==> src/sv/evsg_pkg.sv <==
// ----------------------------------------------------------------------------
// evsg_pkg
// Shared types and constants for the energy speech gate: register map,
// field widths, reset values, stop codes and controller states.
// ----------------------------------------------------------------------------
`default_nettype none

package evsg_pkg;

  // Field and register widths.
  localparam int unsigned FRAME_W   = 13;
  localparam int unsigned TRIG_W    = 13;
  localparam int unsigned SIL_W     = 16;
  localparam int unsigned MAXF_W    = 20;
  localparam int unsigned PROB_W    = 13;
  localparam int unsigned CAUSE_W   = 2;
  localparam int unsigned Q12_SHIFT = 12;

  // Configuration port.
  localparam int unsigned APB_DW = 32;
  localparam int unsigned APB_AW = 4;

  // Register reset values.
  localparam logic [FRAME_W-1:0] FRAME_SAMPLES_RST = 13'd512;
  localparam logic [TRIG_W-1:0]  TRIGGER_LEVEL_RST = 13'd2048;
  localparam logic [SIL_W-1:0]   SILENCE_LIMIT_RST = 16'd60;
  localparam logic [MAXF_W-1:0]  MAX_FRAMES_RST    = 20'd600;

  // A probability of one in Q12.
  localparam logic [PROB_W-1:0] Q12_ONE = 13'd4096;

  // Register indexes (byte address divided by four).
  typedef enum logic [1:0] {
    REG_FRAME_SAMPLES = 2'd0,
    REG_TRIGGER_LEVEL = 2'd1,
    REG_SILENCE_LIMIT = 2'd2,
    REG_MAX_FRAMES    = 2'd3
  } cfg_reg_e;

  // Reason reported with the frame that ends a capture.
  typedef enum logic [CAUSE_W-1:0] {
    CAUSE_NONE    = 2'd0,
    CAUSE_SILENCE = 2'd1,
    CAUSE_MAX_LEN = 2'd2
  } stop_cause_e;

  // Controller states.
  typedef enum logic [2:0] {
    ST_IDLE,
    ST_SQUARE,
    ST_MEAN,
    ST_ROOT,
    ST_SCALE,
    ST_EMIT
  } vad_state_e;

endpackage : evsg_pkg

`default_nettype wire

==> src/sv/energy_vad_speech_gate_core.sv <==
// ----------------------------------------------------------------------------
// energy_vad_speech_gate_core
// Energy based speech gate: sums the squares of the samples of a frame,
// takes the root of the mean, maps it to a Q12 probability and runs the
// capture session (start on first speech, stop on silence or length).
//
//   Channel  Handshake                  Payload
//   in       in_valid_i / in_ready_o    sample_i
//   out      out_valid_o / out_ready_i  speech_prob_o, frame_is_speech_o,
//                                       capture_start_o, capturing_o,
//                                       stop_cause_o
//   config   APB psel/penable/pready    paddr, pwdata, prdata
//
// A sample that ends no frame passes only through the squarer. A frame end then
// runs the divider for the mean, the square root, the divider again for scaling
// between the two levels (only when the root lies between them) and an emit
// step. One item is in work at a time. A held output item only stalls a frame
// end.
// Reset clears the frame sum, counters and session state; no clearing pass.
// ----------------------------------------------------------------------------
`default_nettype none

module energy_vad_speech_gate_core
  import evsg_pkg::*;
#(
  parameter int unsigned MAX_FRAME_SAMPLES = 4096,
  parameter int unsigned SAMPLE_BITS       = 16
) (
  input  wire logic                   clk_i,
  input  wire logic                   rst_ni,
  // Sample input
  input  wire logic                   in_valid_i,
  output logic                        in_ready_o,
  input  wire logic [SAMPLE_BITS-1:0] sample_i,
  // Frame result output
  output logic                        out_valid_o,
  input  wire logic                   out_ready_i,
  output logic [PROB_W-1:0]           speech_prob_o,
  output logic                        frame_is_speech_o,
  output logic                        capture_start_o,
  output logic                        capturing_o,
  output logic [CAUSE_W-1:0]          stop_cause_o,
  // Configuration port
  input  wire logic                   psel,
  input  wire logic                   penable,
  input  wire logic                   pwrite,
  input  wire logic [APB_AW-1:0]      paddr,
  input  wire logic [APB_DW-1:0]      pwdata,
  output logic [APB_DW-1:0]           prdata,
  output logic                        pready
);

  // Derived sizes and mapping levels.
  localparam int unsigned FRAME_MAX = (1 << FRAME_W) - 1;
  localparam int unsigned LIMIT_MAX =
    (MAX_FRAME_SAMPLES < FRAME_MAX) ? MAX_FRAME_SAMPLES : FRAME_MAX;
  localparam int unsigned SUM_W = 2*SAMPLE_BITS - 2 + $clog2(LIMIT_MAX + 1);
  localparam int unsigned SCALE_W = SAMPLE_BITS + Q12_SHIFT;
  localparam int unsigned NUM_W = (SUM_W > SCALE_W) ? SUM_W : SCALE_W;
  localparam int unsigned PROB_LOW  = ((1 << (SAMPLE_BITS-1)) + 5000) / 10000;
  localparam int unsigned PROB_HIGH = ((1 << (SAMPLE_BITS-1)) + 5) / 10;
  localparam int unsigned PROB_SPAN = PROB_HIGH - PROB_LOW;
  localparam int unsigned SPAN_W = $clog2(PROB_SPAN + 1);
  localparam int unsigned DEN_W = (SPAN_W > FRAME_W) ? SPAN_W : FRAME_W;
  localparam logic [FRAME_W-1:0] LIMIT_TOP = FRAME_W'(LIMIT_MAX);
  localparam logic [SAMPLE_BITS-1:0] LOW_LVL  = SAMPLE_BITS'(PROB_LOW);
  localparam logic [SAMPLE_BITS-1:0] HIGH_LVL = SAMPLE_BITS'(PROB_HIGH);

  vad_state_e state_q, state_d;

  logic [FRAME_W-1:0] frame_samples_q;
  logic [TRIG_W-1:0]  trigger_level_q;
  logic [SIL_W-1:0]   silence_limit_q;
  logic [MAXF_W-1:0]  max_frames_q;

  logic [FRAME_W-1:0] idx_q, idx_d, idx_inc;
  logic [FRAME_W-1:0] frame_limit;
  logic [PROB_W-1:0]  prob_q, prob_d;

  logic               seen_q, seen_d;
  logic               halted_q, halted_d;
  logic [MAXF_W-1:0]  since_start_q, since_start_d;
  logic [SIL_W-1:0]   since_speech_q, since_speech_d;
  logic               speech;
  logic               start_flag;
  logic               cap_flag;
  stop_cause_e        cause;

  logic               out_valid_q;
  logic [PROB_W-1:0]  out_prob_q;
  logic               out_speech_q;
  logic               out_start_q;
  logic               out_cap_q;
  stop_cause_e        out_cause_q;

  logic                     sq_start, sq_done, sum_clear;
  logic [SAMPLE_BITS-1:0]   mag;
  logic [SUM_W-1:0]         sum;
  logic                     div_start, div_done;
  logic [NUM_W-1:0]         div_num, div_quo;
  logic [DEN_W-1:0]         div_den;
  logic                     rt_start, rt_done;
  logic [2*SAMPLE_BITS-1:0] rt_rad;
  logic [SAMPLE_BITS-1:0]   root;
  logic [SAMPLE_BITS-1:0]   rms_off;
  logic                     emit;
  logic                     wr_en;

  // Configuration port: zero wait states, write on the access phase.
  assign pready = 1'b1;
  assign wr_en  = psel && penable && pwrite;

  always_ff @(posedge clk_i or negedge rst_ni) begin
    if (!rst_ni) begin
      frame_samples_q <= FRAME_SAMPLES_RST;
      trigger_level_q <= TRIGGER_LEVEL_RST;
      silence_limit_q <= SILENCE_LIMIT_RST;
      max_frames_q    <= MAX_FRAMES_RST;
    end else if (wr_en) begin
      unique case (cfg_reg_e'(paddr[3:2]))
        REG_FRAME_SAMPLES: frame_samples_q <= pwdata[FRAME_W-1:0];
        REG_TRIGGER_LEVEL: trigger_level_q <= pwdata[TRIG_W-1:0];
        REG_SILENCE_LIMIT: silence_limit_q <= pwdata[SIL_W-1:0];
        REG_MAX_FRAMES:    max_frames_q    <= pwdata[MAXF_W-1:0];
        default: ;
      endcase
    end
  end

  // Register read-back.
  always_comb begin
    unique case (cfg_reg_e'(paddr[3:2]))
      REG_FRAME_SAMPLES: prdata = APB_DW'(frame_samples_q);
      REG_TRIGGER_LEVEL: prdata = APB_DW'(trigger_level_q);
      REG_SILENCE_LIMIT: prdata = APB_DW'(silence_limit_q);
      REG_MAX_FRAMES:    prdata = APB_DW'(max_frames_q);
      default:           prdata = '0;
    endcase
  end

  // Effective frame length: zero acts as one, large values are clamped.
  always_comb begin
    if (frame_samples_q == '0) begin
      frame_limit = FRAME_W'(1);
    end else if (frame_samples_q > LIMIT_TOP) begin
      frame_limit = LIMIT_TOP;
    end else begin
      frame_limit = frame_samples_q;
    end
  end

  // Sample magnitude; the most negative code gives the top power of two.
  assign mag     = sample_i[SAMPLE_BITS-1] ? (~sample_i + SAMPLE_BITS'(1)) : sample_i;
  assign idx_inc = idx_q + FRAME_W'(1);
  assign rms_off = root - LOW_LVL;

  // A mean beyond the radicand range can follow a shortened frame. Its root
  // lies above the high level either way, so the radicand saturates.
  assign rt_rad = (|div_quo[NUM_W-1:2*SAMPLE_BITS]) ? '1 : div_quo[2*SAMPLE_BITS-1:0];

  evsg_sqacc #(
    .SAMPLE_BITS (SAMPLE_BITS),
    .SUM_W       (SUM_W)
  ) u_sqacc (
    .clk_i   (clk_i),
    .rst_ni  (rst_ni),
    .start_i (sq_start),
    .mag_i   (mag),
    .clear_i (sum_clear),
    .done_o  (sq_done),
    .sum_o   (sum)
  );

  evsg_div #(
    .NUM_W (NUM_W),
    .DEN_W (DEN_W)
  ) u_div (
    .clk_i   (clk_i),
    .rst_ni  (rst_ni),
    .start_i (div_start),
    .num_i   (div_num),
    .den_i   (div_den),
    .done_o  (div_done),
    .quo_o   (div_quo)
  );

  evsg_sqrt #(
    .ROOT_W (SAMPLE_BITS)
  ) u_sqrt (
    .clk_i   (clk_i),
    .rst_ni  (rst_ni),
    .start_i (rt_start),
    .rad_i   (rt_rad),
    .done_o  (rt_done),
    .root_o  (root)
  );

  // Controller: next state and unit strobes.
  always_comb begin
    state_d   = state_q;
    idx_d     = idx_q;
    prob_d    = prob_q;
    sq_start  = 1'b0;
    sum_clear = 1'b0;
    div_start = 1'b0;
    div_num   = '0;
    div_den   = '0;
    rt_start  = 1'b0;
    emit      = 1'b0;
    unique case (state_q)
      ST_IDLE: begin
        if (in_valid_i) begin
          sq_start = 1'b1;
          state_d  = ST_SQUARE;
        end
      end
      ST_SQUARE: begin
        if (sq_done) begin
          if (idx_inc >= frame_limit) begin
            idx_d     = '0;
            sum_clear = 1'b1;
            div_start = 1'b1;
            div_num   = NUM_W'(sum);
            div_den   = DEN_W'(frame_limit);
            state_d   = ST_MEAN;
          end else begin
            idx_d   = idx_inc;
            state_d = ST_IDLE;
          end
        end
      end
      ST_MEAN: begin
        if (div_done) begin
          rt_start = 1'b1;
          state_d  = ST_ROOT;
        end
      end
      ST_ROOT: begin
        if (rt_done) begin
          priority if (root < LOW_LVL) begin
            prob_d  = '0;
            state_d = ST_EMIT;
          end else if (root > HIGH_LVL) begin
            prob_d  = Q12_ONE;
            state_d = ST_EMIT;
          end else begin
            div_start = 1'b1;
            div_num   = NUM_W'({rms_off, Q12_SHIFT'(0)});
            div_den   = DEN_W'(PROB_SPAN);
            state_d   = ST_SCALE;
          end
        end
      end
      ST_SCALE: begin
        if (div_done) begin
          prob_d  = div_quo[PROB_W-1:0];
          state_d = ST_EMIT;
        end
      end
      ST_EMIT: begin
        if (!out_valid_q || out_ready_i) begin
          emit    = 1'b1;
          state_d = ST_IDLE;
        end
      end
      default: state_d = ST_IDLE;
    endcase
  end

  always_ff @(posedge clk_i or negedge rst_ni) begin
    if (!rst_ni) begin
      state_q <= ST_IDLE;
      idx_q   <= '0;
    end else begin
      state_q <= state_d;
      idx_q   <= idx_d;
    end
  end

  always_ff @(posedge clk_i) begin
    prob_q <= prob_d;
  end

  // Session decision for the frame that is being emitted.
  always_comb begin
    speech         = prob_q > trigger_level_q;
    seen_d         = seen_q;
    halted_d       = halted_q;
    since_start_d  = since_start_q;
    since_speech_d = since_speech_q;
    start_flag     = 1'b0;
    cap_flag       = 1'b0;
    cause          = CAUSE_NONE;
    if (!halted_q) begin
      if (since_start_q != '1) begin
        since_start_d = since_start_q + MAXF_W'(1);
      end
      if (speech) begin
        since_speech_d = '0;
        if (!seen_q) begin
          seen_d     = 1'b1;
          start_flag = 1'b1;
        end
      end else if (since_speech_q != '1) begin
        since_speech_d = since_speech_q + SIL_W'(1);
      end
      if (seen_d) begin
        cap_flag = 1'b1;
        priority if (since_speech_d > silence_limit_q) begin
          cause    = CAUSE_SILENCE;
          halted_d = 1'b1;
        end else if (since_start_d > max_frames_q) begin
          cause    = CAUSE_MAX_LEN;
          halted_d = 1'b1;
        end else begin
          cause = CAUSE_NONE;
        end
      end
    end
  end

  always_ff @(posedge clk_i or negedge rst_ni) begin
    if (!rst_ni) begin
      seen_q         <= 1'b0;
      halted_q       <= 1'b0;
      since_start_q  <= '0;
      since_speech_q <= '0;
    end else if (emit) begin
      seen_q         <= seen_d;
      halted_q       <= halted_d;
      since_start_q  <= since_start_d;
      since_speech_q <= since_speech_d;
    end
  end

  // Output register: holds one frame item until it is taken.
  always_ff @(posedge clk_i or negedge rst_ni) begin
    if (!rst_ni) begin
      out_valid_q <= 1'b0;
    end else if (emit) begin
      out_valid_q <= 1'b1;
    end else if (out_ready_i) begin
      out_valid_q <= 1'b0;
    end
  end

  always_ff @(posedge clk_i) begin
    if (emit) begin
      out_prob_q   <= prob_q;
      out_speech_q <= speech;
      out_start_q  <= start_flag;
      out_cap_q    <= cap_flag;
      out_cause_q  <= cause;
    end
  end

  assign in_ready_o        = (state_q == ST_IDLE);
  assign out_valid_o       = out_valid_q;
  assign speech_prob_o     = out_prob_q;
  assign frame_is_speech_o = out_speech_q;
  assign capture_start_o   = out_start_q;
  assign capturing_o       = out_cap_q;
  assign stop_cause_o      = out_cause_q;

endmodule : energy_vad_speech_gate_core

`default_nettype wire

==> src/sv/evsg_sqacc.sv <==
// ----------------------------------------------------------------------------
// evsg_sqacc
// Bit-serial squarer with frame accumulator. The magnitude is squared by
// shift-and-add, one multiplier bit per cycle, and the square is then added
// to the running frame sum.
// ----------------------------------------------------------------------------
`default_nettype none

module evsg_sqacc #(
  parameter int unsigned SAMPLE_BITS = 16,
  parameter int unsigned SUM_W       = 43
) (
  input  wire logic                   clk_i,
  input  wire logic                   rst_ni,
  input  wire logic                   start_i,
  input  wire logic [SAMPLE_BITS-1:0] mag_i,
  input  wire logic                   clear_i,
  output logic                        done_o,
  output logic [SUM_W-1:0]            sum_o
);

  localparam int unsigned CNT_W = $clog2(SAMPLE_BITS + 1);
  localparam logic [CNT_W-1:0] LAST = CNT_W'(SAMPLE_BITS);

  logic                   busy_q;
  logic                   done_q;
  logic [CNT_W-1:0]       cnt_q;
  logic [SAMPLE_BITS-1:0] mcand_q;
  logic [2*SAMPLE_BITS:0] prod_q;
  logic [2*SAMPLE_BITS:0] prod_d;
  logic [SAMPLE_BITS:0]   upper;
  logic [SUM_W-1:0]       sum_q;

  // One shift-and-add step: add the multiplicand when the low bit is set.
  always_comb begin
    upper = prod_q[2*SAMPLE_BITS:SAMPLE_BITS];
    if (prod_q[0]) begin
      upper = prod_q[2*SAMPLE_BITS:SAMPLE_BITS] + (SAMPLE_BITS+1)'(mcand_q);
    end
    prod_d = {1'b0, upper, prod_q[SAMPLE_BITS-1:1]};
  end

  // Step control: SAMPLE_BITS multiply steps, then one accumulate step.
  always_ff @(posedge clk_i or negedge rst_ni) begin
    if (!rst_ni) begin
      busy_q <= 1'b0;
      done_q <= 1'b0;
      cnt_q  <= '0;
    end else begin
      done_q <= 1'b0;
      if (start_i) begin
        busy_q <= 1'b1;
        cnt_q  <= '0;
      end else if (busy_q) begin
        cnt_q <= cnt_q + CNT_W'(1);
        if (cnt_q == LAST) begin
          busy_q <= 1'b0;
          done_q <= 1'b1;
        end
      end
    end
  end

  // Multiplier registers.
  always_ff @(posedge clk_i) begin
    if (start_i) begin
      mcand_q <= mag_i;
      prod_q  <= {(SAMPLE_BITS+1)'(0), mag_i};
    end else if (busy_q && cnt_q != LAST) begin
      prod_q <= prod_d;
    end
  end

  // Frame sum of squares.
  always_ff @(posedge clk_i or negedge rst_ni) begin
    if (!rst_ni) begin
      sum_q <= '0;
    end else if (clear_i) begin
      sum_q <= '0;
    end else if (busy_q && cnt_q == LAST) begin
      sum_q <= sum_q + SUM_W'(prod_q[2*SAMPLE_BITS-1:0]);
    end
  end

  assign done_o = done_q;
  assign sum_o  = sum_q;

endmodule : evsg_sqacc

`default_nettype wire

==> src/sv/evsg_div.sv <==
// ----------------------------------------------------------------------------
// evsg_div
// Restoring divider, one quotient bit per cycle. Shared between the frame
// mean and the probability scaling.
// ----------------------------------------------------------------------------
`default_nettype none

module evsg_div #(
  parameter int unsigned NUM_W = 43,
  parameter int unsigned DEN_W = 13
) (
  input  wire logic             clk_i,
  input  wire logic             rst_ni,
  input  wire logic             start_i,
  input  wire logic [NUM_W-1:0] num_i,
  input  wire logic [DEN_W-1:0] den_i,
  output logic                  done_o,
  output logic [NUM_W-1:0]      quo_o
);

  localparam int unsigned CNT_W = $clog2(NUM_W);
  localparam logic [CNT_W-1:0] LAST = CNT_W'(NUM_W - 1);

  logic             busy_q;
  logic             done_q;
  logic [CNT_W-1:0] cnt_q;
  logic [NUM_W-1:0] quo_q;
  logic [DEN_W-1:0] rem_q;
  logic [DEN_W-1:0] den_q;
  logic [DEN_W:0]   rem_sh;
  logic [DEN_W:0]   diff;
  logic             fits;

  // Shift in the next numerator bit and try to subtract the divisor.
  always_comb begin
    rem_sh = {rem_q, quo_q[NUM_W-1]};
    diff   = rem_sh - {1'b0, den_q};
    fits   = rem_sh >= {1'b0, den_q};
  end

  // Step control.
  always_ff @(posedge clk_i or negedge rst_ni) begin
    if (!rst_ni) begin
      busy_q <= 1'b0;
      done_q <= 1'b0;
      cnt_q  <= '0;
    end else begin
      done_q <= 1'b0;
      if (start_i) begin
        busy_q <= 1'b1;
        cnt_q  <= '0;
      end else if (busy_q) begin
        cnt_q <= cnt_q + CNT_W'(1);
        if (cnt_q == LAST) begin
          busy_q <= 1'b0;
          done_q <= 1'b1;
        end
      end
    end
  end

  // Datapath: the numerator register turns into the quotient bit by bit.
  always_ff @(posedge clk_i) begin
    if (start_i) begin
      quo_q <= num_i;
      rem_q <= '0;
      den_q <= den_i;
    end else if (busy_q) begin
      quo_q <= {quo_q[NUM_W-2:0], fits};
      rem_q <= fits ? diff[DEN_W-1:0] : rem_sh[DEN_W-1:0];
    end
  end

  assign done_o = done_q;
  assign quo_o  = quo_q;

endmodule : evsg_div

`default_nettype wire

==> src/sv/evsg_sqrt.sv <==
// ----------------------------------------------------------------------------
// evsg_sqrt
// Digit-by-digit integer square root, two radicand bits and one root bit per
// cycle. Gives the floor of the square root.
// ----------------------------------------------------------------------------
`default_nettype none

module evsg_sqrt #(
  parameter int unsigned ROOT_W = 16
) (
  input  wire logic                clk_i,
  input  wire logic                rst_ni,
  input  wire logic                start_i,
  input  wire logic [2*ROOT_W-1:0] rad_i,
  output logic                     done_o,
  output logic [ROOT_W-1:0]        root_o
);

  localparam int unsigned CNT_W = $clog2(ROOT_W);
  localparam logic [CNT_W-1:0] LAST = CNT_W'(ROOT_W - 1);

  logic                busy_q;
  logic                done_q;
  logic [CNT_W-1:0]    cnt_q;
  logic [2*ROOT_W-1:0] rad_q;
  logic [ROOT_W:0]     rem_q;
  logic [ROOT_W-1:0]   root_q;
  logic [ROOT_W+2:0]   rem_sh;
  logic [ROOT_W+2:0]   trial;
  logic [ROOT_W+2:0]   diff;
  logic                fits;

  // Bring down the next bit pair and test the trial value 4*root+1.
  always_comb begin
    rem_sh = {rem_q, rad_q[2*ROOT_W-1:2*ROOT_W-2]};
    trial  = {1'b0, root_q, 2'b01};
    diff   = rem_sh - trial;
    fits   = rem_sh >= trial;
  end

  // Step control.
  always_ff @(posedge clk_i or negedge rst_ni) begin
    if (!rst_ni) begin
      busy_q <= 1'b0;
      done_q <= 1'b0;
      cnt_q  <= '0;
    end else begin
      done_q <= 1'b0;
      if (start_i) begin
        busy_q <= 1'b1;
        cnt_q  <= '0;
      end else if (busy_q) begin
        cnt_q <= cnt_q + CNT_W'(1);
        if (cnt_q == LAST) begin
          busy_q <= 1'b0;
          done_q <= 1'b1;
        end
      end
    end
  end

  // Datapath.
  always_ff @(posedge clk_i) begin
    if (start_i) begin
      rad_q  <= rad_i;
      rem_q  <= '0;
      root_q <= '0;
    end else if (busy_q) begin
      rad_q  <= {rad_q[2*ROOT_W-3:0], 2'b00};
      rem_q  <= fits ? diff[ROOT_W:0] : rem_sh[ROOT_W:0];
      root_q <= {root_q[ROOT_W-2:0], fits};
    end
  end

  assign done_o = done_q;
  assign root_o = root_q;

endmodule : evsg_sqrt

`default_nettype wire

==> config.mk <==
export PLATFORM = sky130hd
export DESIGN_NAME = energy_vad_speech_gate_core
export DESIGN_NICKNAME = d
export VERILOG_FILES = /design/src/sv/evsg_pkg.sv /design/src/sv/energy_vad_speech_gate_core.sv /design/src/sv/evsg_sqacc.sv /design/src/sv/evsg_div.sv /design/src/sv/evsg_sqrt.sv
export SDC_FILE = /design/constraint.sdc
export NUM_CORES = 1
export LEC_CHECK = 0
export CAP_MARGIN = 10
export CORE_UTILIZATION = 31
export DETAILED_ROUTE_END_ITERATION = 8
export DONT_BUFFER_PORTS = 1
export HOLD_SLACK_MARGIN = 0.03
export MAX_ROUTING_LAYER = met4
export SETUP_SLACK_MARGIN = 0.2
export SLEW_MARGIN = 40
export SYNTH_ARGS = -nofsm -noshare
export SYNTH_HDL_FRONTEND = slang
export SYNTH_SLANG_ARGS = --single-unit
==> constraint.sdc <==
create_clock -name clk_i -period 8.7 [get_ports clk_i]
set_input_delay 0.435 -clock clk_i [delete_from_list [all_inputs] [get_ports clk_i]]
set_output_delay 0.435 -clock clk_i [all_outputs]
set_load 0.05 [all_outputs]
# [After elaboration in Yosys (flattened, before gate mapping)]
# Index checks and enable logic that the tools add are counted.
[word_totals] ff_bits=394 input_bits=59 out_inout_bits=53 word_cells=209
[classes] n_addsub=12 order_cmp=9 eq_ne=21 n_mux=98 n_bitwise=4 reduce_logical=28
[op_table] operator="two-way mux 43 bit" count=6
[op_table] operator="two-way mux 13 bit" count=10
[op_table] operator="case mux 32 bit (4 select lines)" count=1
[op_table] operator="two-way mux 16 bit" count=6
[op_table] operator="two-way mux 32 bit" count=3
[op_table] operator="case mux 43 bit (2 select lines)" count=1
[op_table] operator="two-way mux 28 bit" count=3
[op_table] operator="case mux 13 bit (2 select lines)" count=2
[op_table] operator="adder 43 x 32 -> 43 bit" count=1
[op_table] operator="two-way mux 1 bit" count=43
[op_table] operator="two-way mux 20 bit" count=2
[op_table] operator="two-way mux 12 bit" count=3
[op_table] operator="two-way mux 17 bit" count=2
[op_table] operator="adder 16 x 1 -> 16 bit (second input constant)" count=2
[op_table] operator="adder 20 x 1 -> 20 bit (second input constant)" count=1
[op_table] operator="greater-than comparator 20 bit" count=1
[op_table] operator="!= test 20 bit (second input constant)" count=1
[op_table] operator="greater-or-equal comparator 19 x 18 -> 1 bit" count=1
[op_table] operator="two-way mux 3 bit" count=6
[op_table] operator="case mux 3 bit (6 select lines)" count=1
[op_table] operator="adder 16 x 16 -> 17 bit" count=1
[op_table] operator="subtractor 17 bit" count=1
[op_table] operator="greater-than comparator 16 x 12 -> 1 bit (second input constant)" count=1
[op_table] operator="greater-than comparator 16 bit" count=1
[op_table] operator="other kinds (44)" count=72

# [Depth between registers and ports, before layout]
# Gate-level depths: netlist of the first run.
[depth] word_depth=8 ltp_mapped=20 mapped_depth_nobuf=18

# [Hierarchy]
# Synthesis of the first run repeated with hierarchy kept, for this count alone.
[unflattened] hier_cells=2520 hier_area_um2=24528.5
[by_module_without_submodules] mod="energy_vad_speech_gate_core" n_inst=1 cells_each=1089 area_per_inst_um2=9989.6 seq_area_each_um2=3871.2
[by_module_without_submodules] mod="evsg_sqacc" n_inst=1 cells_each=718 area_per_inst_um2=6633.9 seq_area_each_um2=2532.4
[by_module_without_submodules] mod="evsg_sqrt" n_inst=1 cells_each=403 area_per_inst_um2=4052.6 seq_area_each_um2=1771.7
[by_module_without_submodules] mod="evsg_div" n_inst=1 cells_each=310 area_per_inst_um2=3852.4 seq_area_each_um2=2142.1

# [Worst setup path before layout of the first run]
# No wires, ideal clock.
[synth_path] path_kind="register to register" start="reg idx_q[0]" end="reg u_div.quo_q[0], in the netlist u_div.quo_o[0] (enable)" setup_ns=0.552 t_arrival_ns=3.740 required_ns=8.148 slack_ns=4.408 stages_incl_launch_ff=16 path_buffers=2 synth_period_minus_slack_ns=4.292 cell_sequence="dfrtp_1 -> ha_1 -> and3_1 -> and3_1 -> nand3_1 -> xnor2_1 -> ha_1 -> a21o_1 -> a21oi_1 -> nor4bb_1 -> o21ai_0 -> and3_1 -> clkbuf_1 -> nor2_8 -> buf_2 -> nand2_1"
[synth_between] elab_chain_cells=6
[synth_rtl] item="start: declaration" line="energy_vad_speech_gate_core.sv:76" text="logic [FRAME_W-1:0] idx_q, idx_d, idx_inc;"
[synth_rtl] item="start signal: assignment" line="energy_vad_speech_gate_core.sv:276" text="idx_q <= idx_d;"
[synth_rtl] item="adder 13 x 1 -> 13 bit" line="energy_vad_speech_gate_core.sv:154" text="assign idx_inc = idx_q + FRAME_W'(1);"
[synth_rtl] item="greater-or-equal comparator 13 bit" line="energy_vad_speech_gate_core.sv:219" text="if (idx_inc >= frame_limit) begin"
[synth_rtl] item="two-way mux 1 bit" line="energy_vad_speech_gate_core.sv:219"
[synth_rtl] item="two-way mux 1 bit" line="energy_vad_speech_gate_core.sv:218" text="if (sq_done) begin"
[synth_rtl] item="case mux 1 bit (2 select lines)" line="energy_vad_speech_gate_core.sv:210" text="unique case (state_q)"
[synth_rtl] item="nonzero test 2 bit (no source line)"
[synth_rtl] item="end signal: assignment" line="evsg_div.sv:65" text="quo_q <= num_i;"
[synth_rtl] item="end signal: assignment" line="evsg_div.sv:69" text="quo_q <= {quo_q[NUM_W-2:0], fits};"
[synth_rtl] item="end: declaration" line="evsg_div.sv:27" text="logic [NUM_W-1:0] quo_q;"
# No other way between the ends.
# A chain may end at the register's enable or synchronous reset.

# [Worst setup path in the final report of the first run]
[layout_path] start="reg since_start_q[3]" end="reg out_cause_q[1], in the netlist stop_cause_o[1], data pin"
[layout_between] elab_chain_cells=5 word_cells_on_any_way=6 cone_classes="add/sub: 1; order compare: 1; eq/ne: 1; mux: 3"
[layout_rtl] item="start: declaration" line="energy_vad_speech_gate_core.sv:82" text="logic [MAXF_W-1:0] since_start_q, since_start_d;"
[layout_rtl] item="start signal: assignment" line="energy_vad_speech_gate_core.sv:331" text="since_start_q <= since_start_d;"
[layout_rtl] item="adder 20 x 1 -> 20 bit / != test 20 bit (equally long branches)" line="energy_vad_speech_gate_core.sv:296, energy_vad_speech_gate_core.sv:295"
[layout_rtl] item="two-way mux 20 bit *" line="energy_vad_speech_gate_core.sv:295" text="if (since_start_q != '1) begin"
[layout_rtl] item="two-way mux 20 bit *" line="energy_vad_speech_gate_core.sv:294" text="if (!halted_q) begin"
[layout_rtl] item="greater-than comparator 20 bit *" line="energy_vad_speech_gate_core.sv:312" text="end else if (since_start_d > max_frames_q) begin"
[layout_rtl] item="two-way mux 2 bit *" line="energy_vad_speech_gate_core.sv:312"
[layout_rtl] item="end signal: assignment" line="energy_vad_speech_gate_core.sv:353" text="out_cause_q <= cause;"
[layout_rtl] item="end: declaration" line="energy_vad_speech_gate_core.sv:94" text="stop_cause_e out_cause_q;"
# Mark *: on every way between the ends. The rest lies on a longest branch, timed or not. The select of a mux whose other input is x is not followed.

==> impl_metrics.toml, run 1 <==
[status]
status = "finished, final reports clean"

[yosys]
synth.yosys.seq_area_share_pct = 43.7
synth_commonest_cells = "316 x nand2_1, 273 x nor2_1, 171 x dfrtp_1, 166 x a21oi_1, 153 x ha_1"
synth_top_family_by_area = "simple AND/OR/NAND/NOR gates"
syn_inst = 2505
async_flop_share_pct = 45.9
syn_avg_cell_area_um2 = 9.42
synthXorXnorAreaFrac_pct = 5.34
synth_edf_count = 151
ys_types = 85
yosysTopAreaCellShare_pct = 19.2
syn-cell-area_um2 = 23600
ys_warn_count = 0
synth_top_cell_by_area = "edfxtp_1"
yosys.area_share.simple_pct = 18.0
synthMuxAreaShare_pct = 6.04
synth_area_leaders = "edfxtp_1 19%, dfrtp_1 18%, ha_1 8.1%"
synthFlopType = "dfrtp_1"
yosysMostFrequentCell = "nand2_1"
ys_ff_latch = 394
synth_fa_ha_area_share_pct = 8.37
synth-compound-area-share_pct = 14.1

[sta]
setup_viol = 0
fmax_ghz = 0.219
hold_slack_ps = 65.5
hold_violations = 0
setup_tns_ps = 0
post-route-period-util_pct = 52.6
layout_min_cycle_time_ps = 4580
clock_skew_ps = 37.7
rsz0062_at_grt = "false"
relSlewSlack_pct = 41.2
maxSlewViolCount = 0
worst_slew_pin_slew_ps = 879

[clock_network]
postCtsSetupBuffers = 0
clk_latency_ps = 610
clkTransAtPathRegs_ps = 60
cts_root_buf = "clkbuf_16"
cts_tree = "yes"
clockBufferDepth = 3
cts_hold_buffers = 24
cts_buffers = 48
cts_sinks = 394
cts_resized = 0
htreeDepth = 2

[global_route]
grt_usage_pct = 15.5
grt_overflow = 0
antenna_found_initial = 2
first_global_vias = 17200
grt_max_degree = 182
grt_pass1_wl_mm = 94.7

[die]
num_rows = 100
start_util_pct = 31.5
dieArea_um2 = 77200
io-pin-count = 112
die_x_um = 278
die_y_um = 278
core-area_um2 = 74800

[critical_path]
cp_slowest_stage_delay_ps = 510
crit_path_end_kind = "flip-flop"
start_kind = "flip-flop"
worstSetupPathType = "reg2reg"
cp.arrival_ps = 4990
crit_top_cell = "nand4_1"
required_ps = 9120
critPathSlowestCell = "nor4_2"
path_delay_family = "simple AND/OR/NAND/NOR gates"
critical_path_buf_inv_count = 0
worstPathCellList = "nand4_1 > nor4_2 > nand4_1 > and4_1 > and2_1 > nand3_1 > xnor2_1 > ha_1 > nand4_1 > nor2_1 > nand4_1 > or3_1 > o221ai_1 > o22a_1 > nor3b_1"
cp_max_fo = 10

[job]
max-cap-violations = 0

[cells_and_area]
n_antenna_cell = 0
fin_cells = 3487
post_route_cells_drive_above_1_share_pct = 8.42
final_area_um2 = 26500
syn2layout_area_growth_pct = 12.1
final_nets = 2693

[power_and_ir_drop]
ir_drop_v = 0.000156
power.leakage_nw = 11.2
power.density_nw_per_um2 = 249

[detailed_routing]
vias = 17800
drtIter0Drc = 1239
drc_errors = 0
routed_wl_mm = 58.1
vias_per_cell = 5.10
wl_per_cell_um = 16.7
drt.antenna.violating_nets = 0
firstDrtPassIters = 5

[placement]
gp_congestion = 0.848
hpwl_mm = 41.4
dp_cells = 3372
portBuffers = 0
dpl_cell_area_um2 = 24500

[min_path]
hp-class = "in2reg"
per-layer routing:
layer	up-vias	wire [um]	track usage, %
li1	8850	-	-
met1	8590	27800	20.9
met2	290	27100	24.5
met3	57	2240	2.15
met4	0	979	3.58
met5	-	0	-
placed cells by master, fill, tap and decap left out, types with 17 or more instances in the layout:
cell             n
nor2_1         270
nor3_1          33
buf_4           17
a211oi_1        35
inv_1          117
dlygate4sd3_1   23
mux2_2          50
ha_1           153
o31ai_1         17
a21o_1          49
nand2b_1        27
a21oi_1        166
nand3_1         88
edfxtp_1       151
xor2_1          57
nand2_1        313
and3_1          39
nor2b_1         28
mux2i_1         57
nand4_1         45
o21ai_0        109
dfrtp_1        170
dfxtp_1         62
xnor2_1         87
clkbuf_16       49
area by class of cell:
class | count | area (um2)
inverter | 118 | 443
sequential | 394 | 10300
clock buffer | 55 | 1260
tap | 969 | 1210
timing repair buffer | 44 | 435
clock inverter | 35 | 423
multi-input combinational | 1872 | 12400
fill | 7516 | 48400
final timing paths:
| path | from | depth (start not counted) | slack, ps | to |
|---|---|---|---|---|
| min reg2reg | u_div.rem_q[1] | 2 | 490 | u_div.rem_q[1] |
| max | since_start_q[3] | 15 | 4120 | stop_cause_o[1] |
| max in group asynchronous | rst_ni | 3 | 7290 | u_sqacc.sum_o[4] |
| min in group asynchronous | rst_ni | 2 | 410 | since_speech_q[13] |
| min | sample_i[2] | 1 | 70 | u_sqacc.mcand_q[2] |
| max reg2reg | since_start_q[3] | 15 | 4120 | stop_cause_o[1] |
flip-flops by register name (all words and copies together) (netlist names), 16 cells and up:
name,flops
silence_limit_q,16
u_sqacc.prod_q,32
u_div.quo_o,43
u_sqacc.sum_o,43
max_frames_q,20
u_sqrt.rem_q,17
since_speech_q,16
since_start_q,20
u_sqacc.mcand_q,16
u_sqrt.rad_q,32
u_sqrt.root_o,16
cells by family (layout without fill, tap and decap cells):
family          count (synthesis)  in the layout
simple gates                  926            926
compound gates                513            513
flops                         394            394
buf+inv                       250            252
fa+ha+maj                     156            156
xor+xnor                      144            144
mux                           120            120
other cells                     2             13
where the power goes:
group          internal (mW)  switching, mW  total (mW)
sequential              2.23          0.279        2.51
clock                   1.28          0.847        2.13
combinational          0.790           1.16        1.95
total                   4.31           2.28        6.59
metrics by stage:
step / utilization, % / setup slack [ps] / power [mW]
CTS: 35.3 / 4100 / 6.65
global placement: 32.7 / 3840 / 4.43
finish: 35.4 / 4120 / 6.59
detailed placement: 32.7 / 4180 / 4.46
floorplan: - / 4410 / 3.99
global route: 35.4 / 3620 / 7.00
No activity file was read; power rests on OpenSTA's default activity.
==> run 2, diff against run 1 <==
clock period = 4.8 ns   (was 8.7 ns; I/O delays follow)
==> run 2 against run 1 <==
  * Non-clock buffer count grew 31
  * Critical path depth did not move
  * Final area grew 0.74%
  * First-iteration DRC count is 2.1% lower
  * Sequential cell count did not move
  * Utilization is 0.26 points higher
  * Maximum frequency up 8.8%
  * Clock skew up 2.0 ps
  * Wire length is 2.9% higher
  * Via count rose by 1.1%
  * Worst setup slack got worse by 3500 ps
  * Largest cell class unchanged
==> impl_metrics.toml, run 2 (synthesis results as in run 1) <==
[status]
status = "finished, final reports clean"

[placement]
gp_congestion = 0.864
hpwl_mm = 42.1
dp_cells = 3380
dpl_cell_area_um2 = 24600
portBuffers = 0
place_ws_ps = 607

[power_and_ir_drop]
power.density_nw_per_um2 = 440
ir_drop_v = 0.000282
power.leakage_nw = 11.3

[detailed_routing]
vias = 18000
drc_errors = 0
routed_wl_mm = 59.7
firstDrtPassIters = 5
vias_per_cell = 5.11
drt.antenna.violating_nets = 0
wl_per_cell_um = 17.0
drtIter0Drc = 1213

[cells_and_area]
final_nets = 2723
syn2layout_area_growth_pct = 12.9
final_common_cell = "nand2_1"
post_route_cells_drive_above_1_share_pct = 8.68
final_area_um2 = 26700
fin_cells = 3519
layout_common_cells = "313 x nand2_1, 269 x nor2_1, 170 x dfrtp_1"

[global_route]
first_global_vias = 17200
grt_max_degree = 182
grt_overflow = 0
grt_usage_pct = 15.7
grt_pass1_wl_mm = 95.2
antenna_found_initial = 3

[critical_path]
crit_top_cell = "nand4_1"
required_ps = 5220
worstSetupPathType = "reg2reg"
cp_max_fo = 8
cp_slowest_stage_delay_ps = 500
start_kind = "flip-flop"
crit_path_end_kind = "flip-flop"
worstPathCellList = "nand4_1 > nor4_2 > nand4_1 > and4_1 > and2_1 > nand3_1 > xnor2_1 > ha_1 > nand4_1 > nor2_1 > nand4_1 > or3_1 > o221ai_1 > o22a_1 > nor3b_1"
cp.arrival_ps = 4630
critPathSlowestCell = "nor4_2"

[sta]
worst_slew_pin_slew_ps = 876
setup_viol = 0
layout_min_cycle_time_ps = 4210
post-route-period-util_pct = 87.7
clock_skew_ps = 39.7
fmax_ghz = 0.238
setup_slack_ps = 593
hold_violations = 0
relSlewSlack_pct = 41.4
rsz0062_at_grt = "false"
maxSlewViolCount = 0
setup_tns_ps = 0

[clock_network]
cts_buffers = 47
cts_root_buf = "clkbuf_16"
cts_resized = 0
htreeDepth = 2
cts_tree = "yes"
cts_sinks = 394
clk_latency_ps = 610
clockBufferDepth = 3
clkTransAtPathRegs_ps = 60

[die]
num_rows = 100
die_y_um = 278
start_util_pct = 31.5
io-pin-count = 112
core-area_um2 = 74800
die_x_um = 278
dieArea_um2 = 77200

[job]
max-cap-violations = 0

[min_path]
hp-class = "in2reg"
==> run 2: cell types whose count changed in the layout (fill, tap and decap cells not counted), sizes merged <==
cell         before  now
dlygate4sd3      23   45
clkbuf           55   69
clkinv           21    9
buf              21   30
bufinv            8    3
inv             118  122
clkinvlp          6    3
diode             0    3
==> run 2: final cells by class <==
type | count | area, um2
Antenna cell | 3 | 7.51
Clock buffer | 69 | 1330
Clock inverter | 19 | 221
Fill cell | 7539 | 48200
Inverter | 118 | 443
Multi-Input combinational cell | 1872 | 12400
Sequential cell | 394 | 10300
Tap cell | 969 | 1210
Timing Repair Buffer | 75 | 757
==> run 2: layer usage <==
metal | vias to the layer above | share of wire [%] | global-route usage (%)
met4 | 0 | 1.9 | 3.68
li1 | 8904 | - | -
met3 | 76 | 3.9 | 2.06
met1 | 8688 | 48 | 21.5
met2 | 308 | 46 | 24.7
met5 | - | 0 | -
==> run 2: stage by stage <==
stage	power [mW]	utilization (%)	hold WS, ps
after CTS	11.8	35.5	35.5
after global placement	8.03	32.8	-51.9
final	11.7	35.6	62.5
after global routing	12.5	35.6	93.4
after floorplan	7.23	-	-55.6
after detailed placement	8.09	32.8	-50.9
==> run 2: worst paths after layout <==
path | start | slack, ps | to | depth (start not counted)
hold / removal | sample_i[7] | 60 | u_sqacc.mcand_q[12] | 3
hold reg to reg | prob_q[7] | 450 | speech_prob_o[7] | 0
min in group asynchronous | rst_ni | 300 | max_frames_q[19] | 2
max in group asynchronous | rst_ni | 3600 | u_sqacc.sum_o[3] | 3
setup reg to reg | since_start_q[3] | 590 | stop_cause_o[1] | 15
setup / recovery | since_start_q[3] | 590 | stop_cause_o[1] | 15
==> run 2: power breakdown <==
part	total, mW	leakage (nW)	internal (mW)	switching, mW
Clock	3.61	0.756	2.10	1.51
Sequential	4.56	4.12	4.05	0.509
Combinational	3.56	6.44	1.46	2.10
Total	11.7	11.3	7.61	4.12
==> run 2: worst max-delay path, delay by kind of cell, from the launching register on <==
kind                     cells  cell delay [ps]
AND/OR/NAND/NOR             11             2710
flip-flops                   1              480
adder cells (fa/ha/maj)      1              290
XOR/XNOR                     1               80
AO/OA/AOI/OAI                2              480
==> run 2: timing repair <==
item	4_1_cts	5_1_grt
setup buffers	0	0
hold buffers	46	0
endpoints found under the hold margin	276	0
